File: src/rtl/aprb_pkg.sv
// ----------------------------------------------------------------------------
// aprb_pkg: shared types and constants for the aging particle ring buffer
// Field widths, operation and register codes, reset values and the
// command / status bundles between controller and datapath.
// ----------------------------------------------------------------------------
package aprb_pkg;

  // Field widths of one input word and one result word
  localparam int OP_W        = 2;
  localparam int TICKS_W     = 16;
  localparam int FREQ_W      = 16;
  localparam int AMP_W       = 16;
  localparam int PAN_W       = 16;
  localparam int TRACK_W     = 3;
  localparam int OFFSET_W    = 12;
  localparam int LIVE_W      = 13;
  localparam int SLOT_OUT_W  = 12;
  localparam int EXPIRED_W   = 13;
  localparam int DIST_W      = 32;
  localparam int RATE_W      = 16;

  // Stored entry: particle fields in the low bits, birth stamp on top
  localparam int PART_W      = FREQ_W + AMP_W + PAN_W + TRACK_W;
  localparam int ENTRY_W     = PART_W + DIST_W;

  localparam int IN_TDATA_W  = 80;
  localparam int OUT_TDATA_W = 128;

  localparam int CFG_INDEX_W = 2;
  localparam int CFG_DATA_W  = 32;

  // Operation codes
  localparam logic [OP_W-1:0] OP_ADVANCE = 2'd0;
  localparam logic [OP_W-1:0] OP_ADD     = 2'd1;
  localparam logic [OP_W-1:0] OP_READ    = 2'd2;

  // Register indexes
  localparam logic [CFG_INDEX_W-1:0] REG_FADE_DISTANCE = 2'd0;
  localparam logic [CFG_INDEX_W-1:0] REG_RECEDE_RATE   = 2'd1;

  localparam logic [DIST_W-1:0] FADE_DISTANCE_RST = 32'd327680;
  localparam logic [RATE_W-1:0] RECEDE_RATE_RST   = 16'd655;

  typedef struct packed {
    logic capture;
    logic mul;
    logic dist_add;
    logic expire_pop;
    logic add_write;
    logic read_issue;
    logic finish_load;
  } cmd_t;

  typedef struct packed {
    logic [OP_W-1:0] op;
    logic            expire_hit;
    logic            out_free;
  } status_t;

endpackage

File: src/rtl/aprb_ctrl.sv
// ----------------------------------------------------------------------------
// aprb_ctrl: sequencing state machine
// Accept a word, dispatch it by operation, walk expiring entries, and hand
// the result to the output register once it is free.
// ----------------------------------------------------------------------------
module aprb_ctrl (
  input  logic             clk,
  input  logic             rst,
  input  logic             s_tvalid,
  output logic             s_tready,
  input  aprb_pkg::status_t status,
  output aprb_pkg::cmd_t    cmd
);

  typedef enum logic [4:0] {
    ST_IDLE    = 5'b00001,
    ST_EXEC    = 5'b00010,
    ST_ADV_ADD = 5'b00100,
    ST_EXPIRE  = 5'b01000,
    ST_FINISH  = 5'b10000
  } state_t;

  state_t state;
  state_t state_next;
  logic   accept;

  // Take a new word while idle, or while the finished result is being loaded
  assign s_tready = (state == ST_IDLE) || ((state == ST_FINISH) && status.out_free);
  assign accept   = s_tvalid && s_tready;

  always_comb begin
    cmd         = '0;
    cmd.capture = accept;
    state_next  = state;
    unique case (state)
      ST_IDLE: begin
        if (accept) begin
          state_next = ST_EXEC;
        end
      end
      ST_EXEC: begin
        unique case (status.op)
          aprb_pkg::OP_ADVANCE: begin
            cmd.mul    = 1'b1;
            state_next = ST_ADV_ADD;
          end
          aprb_pkg::OP_ADD: begin
            cmd.add_write = 1'b1;
            state_next    = ST_FINISH;
          end
          aprb_pkg::OP_READ: begin
            cmd.read_issue = 1'b1;
            state_next     = ST_FINISH;
          end
          default: begin
            state_next = ST_FINISH;
          end
        endcase
      end
      ST_ADV_ADD: begin
        cmd.dist_add = 1'b1;
        state_next   = ST_EXPIRE;
      end
      ST_EXPIRE: begin
        if (status.expire_hit) begin
          cmd.expire_pop = 1'b1;
        end else begin
          state_next = ST_FINISH;
        end
      end
      ST_FINISH: begin
        if (status.out_free) begin
          cmd.finish_load = 1'b1;
          state_next      = accept ? ST_EXEC : ST_IDLE;
        end
      end
      default: begin
        state_next = ST_IDLE;
      end
    endcase
  end

  always_ff @(posedge clk) begin
    if (rst) begin
      state <= ST_IDLE;
    end else begin
      state <= state_next;
    end
  end

  a_load_when_free: assert property (@(posedge clk) disable iff (rst)
    cmd.finish_load |-> status.out_free)
    else $error("result loaded while output register still full");

  a_accept_to_exec: assert property (@(posedge clk) disable iff (rst)
    accept |=> state == ST_EXEC)
    else $error("accepted word not dispatched");

  a_pop_only_expire: assert property (@(posedge clk) disable iff (rst)
    cmd.expire_pop |=> state == ST_EXPIRE)
    else $error("expiry walk left early");

endmodule

File: config.mk
export PLATFORM = sky130hd
export DESIGN_NAME = aprb_ctrl
export DESIGN_NICKNAME = d
export VERILOG_FILES = /design/src/rtl/aprb_pkg.sv /design/src/rtl/aprb_ctrl.sv
export SDC_FILE = /design/constraint.sdc
export NUM_CORES = 1
export LEC_CHECK = 0
export ABC_AREA = 1
export BUFFER_PORTS_ARGS = -buffer_cell sky130_fd_sc_hd__buf_2
export CAP_MARGIN = 15
export CORE_AREA = 3 3 40 42
export DETAILED_ROUTE_END_ITERATION = 10
export DIE_AREA = 0 0 43 45
export GPL_ROUTABILITY_DRIVEN = 0
export SKIP_CTS_REPAIR_TIMING = 1
export SLEW_MARGIN = 10
export SYNTH_ARGS = -nofsm -noshare
export SYNTH_HDL_FRONTEND = slang
export SYNTH_SLANG_ARGS = --single-unit
File: constraint.sdc
create_clock -name clk -period 1.36 [get_ports clk]
set_input_delay 0.272 -clock clk [delete_from_list [all_inputs] [get_ports clk]]
set_output_delay 0.272 -clock clk [all_outputs]
set_load 0.01 [all_outputs]
==> results_dict.tcl, run 1 <==
set metrics [dict create \
    clk_path_buf_depth 2 \
    wl_um 981 \
    synthTopCellsByArea "dfxtp_1 (26%), inv_1 (16%), nand2_1 (12%)" \
    num_io_pins 15 \
    clock-sinks 5 \
    hold-worst-slack_ns 0.242 \
    fillers 129 \
    num_vias 454 \
    fin_util 0.450 \
    worstMarginPinSlew_ns 0.195 \
    synth.largest_area_cell "dfxtp_1" \
    required_ns 1.09 \
    ys_seq_area_frac 0.260 \
    first_global_vias 377 \
    num_antenna_cells 0 \
    syn_to_final_growth_pct 50.0 \
    power.total_uw 472 \
    peakVddDrop_mv 0.297 \
    drt_iter0_drc 11 \
    syn_nets 70 \
    period_needed_ns 1.56 \
    crit_fanout 5 \
    grt_max_degree 6 \
    dr.pass1.iters 4 \
    finalCritPeriodShare 1.15 \
    die_w_um 43 \
    fmax_mhz 642 \
    setup_viol_count_final 8 \
    multi_input_area_um2 234 \
    antenna_found_initial 0 \
    maxSlewViolCount 0 \
    pwr_density_cell_nw_per_um2 817 \
    drc 0 \
    die_h_um 45 \
    p_leak_nw 0.340 \
    avgSynthCellArea_um2 6.12 \
    tns_ns -1.17 \
    cts_tree "built" \
    skew_ns 0.00180 \
    start_util 0.300 \
    register_area_um2 106 \
    instances_no_fill 101 \
    startpoint_type "flop" \
    grt_pass1_wl_um 1410 \
    top_register "state" \
    synthCells 63 \
    netlist_area_um2 385 \
    num_rows 13 \
    yosysUniqueCellTypes 16 \
    top_regs "state x5" \
    ant_nets 0 \
    crit_path_end_kind "output port" \
    core_area_um2 1280 \
    dp_cells 91 \
    grt_usage 0.103 \
    cts_root_buffer "clkbuf_4" \
    nets 94 \
    routedWlPerCell_um 9.71 \
    synth_top_area_share 0.260 \
    outcome "finished with violations" \
    cp.arrival_ns 1.29 \
    routed_via_density 4.50 \
    maxCapViolations 0 \
    hold_violations 0 \
    path_clk_slew_ns 0.04 \
    crit_type "reg2out" \
    clock_latency_ns 0.25 \
    layout_commonest_cell "inv_1" \
    grt-ovfl-total 0 \
    hold_class "in2reg" \
    relSlewSlack 0.870 \
    yosys_register_bits 5 \
    dp_hpwl_um 694 \
    layout_common_cells "inv_1 (15), buf_2 (13), nand2_1 (12)" \
    violations "negative setup slack" \
    htreeDepth 1 \
    yosysWarnings 0 \
    final_layout_size_suffix_gt1_frac 0.465 \
    cts-buffers-inserted 3 \
    fp.dieArea_um2 1940 \
    io_buffers 14 \
    layout_setup_ws_ns -0.198 \
    largest_reg_flops 5 \
    rsz0062_at_grt "true" \
]
-- through the flow --
| stage | worst slack (ns) | area (um2) |
|---|---|---|
| final | -0.198 | 578 |
| after global routing | -0.281 | 578 |
| after CTS | -0.221 | 493 |
| after detailed placement | 0.0526 | 467 |
| after global placement | 0.0709 | 467 |
| after floorplan | 0.0588 | 385 |
-- cells by family after synthesis --
family	count (synthesis)	share of synthesized area
flops	5	0.260
compound gates	4	0.0682
buf+inv	18	0.185
simple gates	36	0.487
-- per-layer routing --
layer / wire length [um] / vias up / GRT usage
li1: - / 234 / -
met1: 439 / 202 / 0.118
met2: 444 / 13 / 0.150
met3: 50 / 5 / 0.0279
met4: 46 / 0 / 0.108
met5: 0 / - / 0
-- worst max-delay path, cell delays in order (launching register included) --
cell and delay, ns:
dfxtp_4 0.34, nor2_4 0.18, nand2_2 0.09, nor2_4 0.11, inv_2 0.07, nor3_2 0.10, buf_2 0.15
-- worst paths after layout --
kind / startpoint / to / slack, ns / cells past startpoint
max reg2reg: state[1]$_SDFFE_PP0P_ / state[4]$_SDFFE_PP0P_ / 0.07 / 8
min reg2reg: state[4]$_SDFFE_PP0P_ / state[0]$_SDFFE_PP1P_ / 0.65 / 4
min: rst / state[1]$_SDFFE_PP0P_ / 0.24 / 2
max: state[3]$_SDFFE_PP0P_ / cmd[1] / -0.20 / 6
-- cell type report --
type / instances / share of cell area
repair buffers: 20 / 0.223
well taps: 15 / 0.0325
inverters: 17 / 0.110
flip-flops and latches: 5 / 0.184
clock buffers: 4 / 0.0455
multi-input cells: 40 / 0.405
-- where the power goes --
| part | total, mW | leakage (nW) | internal [mW] | switching (mW) |
|---|---|---|---|---|
| Combinational | 0.128 | 0.283 | 0.0557 | 0.0719 |
| Sequential | 0.161 | 0.0425 | 0.153 | 0.00844 |
| Clock | 0.183 | 0.0150 | 0.112 | 0.0716 |
-- cell usage after synthesis --
cell type  number
nor2_4          3
nor2_2          2
nand3_2         1
nand2_1        12
dfxtp_1         5
nor2_1          8
inv_2           1
nand3_1         2
nand2_2         2
inv_1          16
o21ai_2         1
a21oi_1         2
nor3_1          3
buf_4           1
nand4_1         3
o211ai_1        1
Note: power is estimated with default switching activity, not from simulation.
==> run 2: changes to the inputs <==
Settings changed: CELL_PAD_IN_SITES_DETAIL_PLACEMENT set to 0, CELL_PAD_IN_SITES_GLOBAL_PLACEMENT set to 1, CORE_AREA 3 3 40 42 to not set, CORE_MARGIN set to 3, CORE_UTILIZATION set to 29, DIE_AREA 0 0 43 45 to not set, PLACE_DENSITY_LB_ADDON set to 0.1.
==> run 2 against run 1 <==
The run still ends with negative setup slack left. Core utilization is 3.5 points higher. Non-clock buffer count is 1 higher. Largest cell class unchanged. Sequential cell count stayed put. Via count is 3.7% lower. Die area is 6.9% lower. Critical path type unchanged.
==> results_dict.tcl, run 2 (synthesized netlist as in run 1, its figures left out) <==
set metrics [dict create \
    num_vias 437 \
    finalCritPeriodShare 1.09 \
    grt-ovfl-total 0 \
    pwr_density_cell_nw_per_um2 803 \
    largest_reg_flops 5 \
    power.total_uw 456 \
    crit_chain "nor2_4 > nand2_2 > nor2_4 > inv_2 > nor3_2 > buf_2" \
    startpoint_type "flop" \
    wl_um 927 \
    drc 0 \
    hold-worst-slack_ns 0.266 \
    antenna_found_initial 0 \
    cpLargestDelayFamily "simple AND/OR/NAND/NOR gates" \
    cts_tree "built" \
    dr.pass1.iters 4 \
    hold_class "in2reg" \
    htreeDepth 1 \
    fmax_mhz 678 \
    crit_buf_inv 2 \
    num_antenna_cells 0 \
    routed_via_density 4.33 \
    clk_path_buf_depth 2 \
    skew_ns 0.00748 \
    final_layout_size_suffix_gt1_frac 0.494 \
    setup_viol_count_final 7 \
    p_leak_nw 0.344 \
    hold_violations 0 \
    instances_no_fill 101 \
    top_regs "state x5" \
    ant_nets 0 \
    start_util 0.329 \
    crit_type "reg2out" \
    outcome "finished with violations" \
    grt_pass1_wl_um 1460 \
    rsz0062_at_grt "true" \
    required_ns 1.09 \
    num_rows 12 \
    die_h_um 42.5 \
    dp_hpwl_um 740 \
    dp_cells 92 \
    maxCapViolations 0 \
    crit_fanout 5 \
    cts-buffers-inserted 3 \
    period_needed_ns 1.48 \
    io_buffers 14 \
    cp.arrival_ns 1.20 \
    fin_util 0.485 \
    slowest_delay_ns 0.32 \
    slowest_stage "dfxtp_2" \
    drt_iter0_drc 9 \
    maxSlewViolCount 0 \
    violations "negative setup slack" \
    cts_root_buffer "clkbuf_4" \
    nets 95 \
    critPathMostFrequentCell "nor2_4" \
    relSlewSlack 0.874 \
    worstMarginPinSlew_ns 0.189 \
    num_io_pins 15 \
    grt_max_degree 6 \
    layout_commonest_cell "inv_1" \
    tns_ns -0.588 \
    layout_setup_ws_ns -0.116 \
    first_global_vias 362 \
    routedWlPerCell_um 9.18 \
    fp.dieArea_um2 1800 \
    path_clk_slew_ns 0.05 \
    clock_latency_ns 0.24 \
    syn_to_final_growth_pct 47.4 \
    die_w_um 42.5 \
    peakVddDrop_mv 0.439 \
    core_area_um2 1170 \
    grt_usage 0.106 \
    crit_path_end_kind "output port" \
    clock-sinks 5 \
    top_register "state" \
    fillers 131 \
    layout_common_cells "inv_1 (15), buf_2 (14), nand2_1 (12)" \
]
## run 2: path summary, 6_finish.rpt
path	cells after the start	end	startpoint	slack (ns)
setup / recovery	6	cmd[1]	state[3]$_SDFFE_PP0P_	-0.12
hold / removal	2	state[1]$_SDFFE_PP0P_	rst	0.27
setup reg to reg	10	state[0]$_SDFFE_PP1P_	state[0]$_SDFFE_PP1P_	0.18
hold reg to reg	4	state[1]$_SDFFE_PP0P_	state[4]$_SDFFE_PP0P_	0.65
## run 2: per-stage QoR
stage               setup WS, ns  cell area, um2
finish                    -0.116             568
global placement          0.0598             480
global route              -0.227             568
detailed placement        0.0694             480
CTS                       -0.182             507
floorplan                 0.0588             385
## run 2: where the power goes
group / total [mW] / leakage [nW] / switching [mW] / internal, mW
registers: 0.164 / 0.0419 / 0.00796 / 0.156
logic: 0.127 / 0.287 / 0.0714 / 0.0555
clock network: 0.165 / 0.0150 / 0.0549 / 0.111
total: 0.456 / 0.344 / 0.134 / 0.322
## run 2: per-layer routing
metal,vias to the layer above,GRT usage,share of wire
met5,-,0,0
met3,0,0.0129,0.054
li1,239,-,-
met4,0,0.0559,0
met2,10,0.173,0.46
met1,188,0.135,0.48
## run 2: cell type report
| cell class | instances | area (um2) | share of cell area |
|---|---|---|---|
| inverters | 17 | 63.8 | 0.112 |
| clock buffers | 4 | 26.3 | 0.0463 |
| repair buffers | 21 | 126 | 0.222 |
| flip-flops and latches | 5 | 105 | 0.185 |
| multi-input cells | 40 | 229 | 0.403 |
| well taps | 14 | 17.5 | 0.0308 |
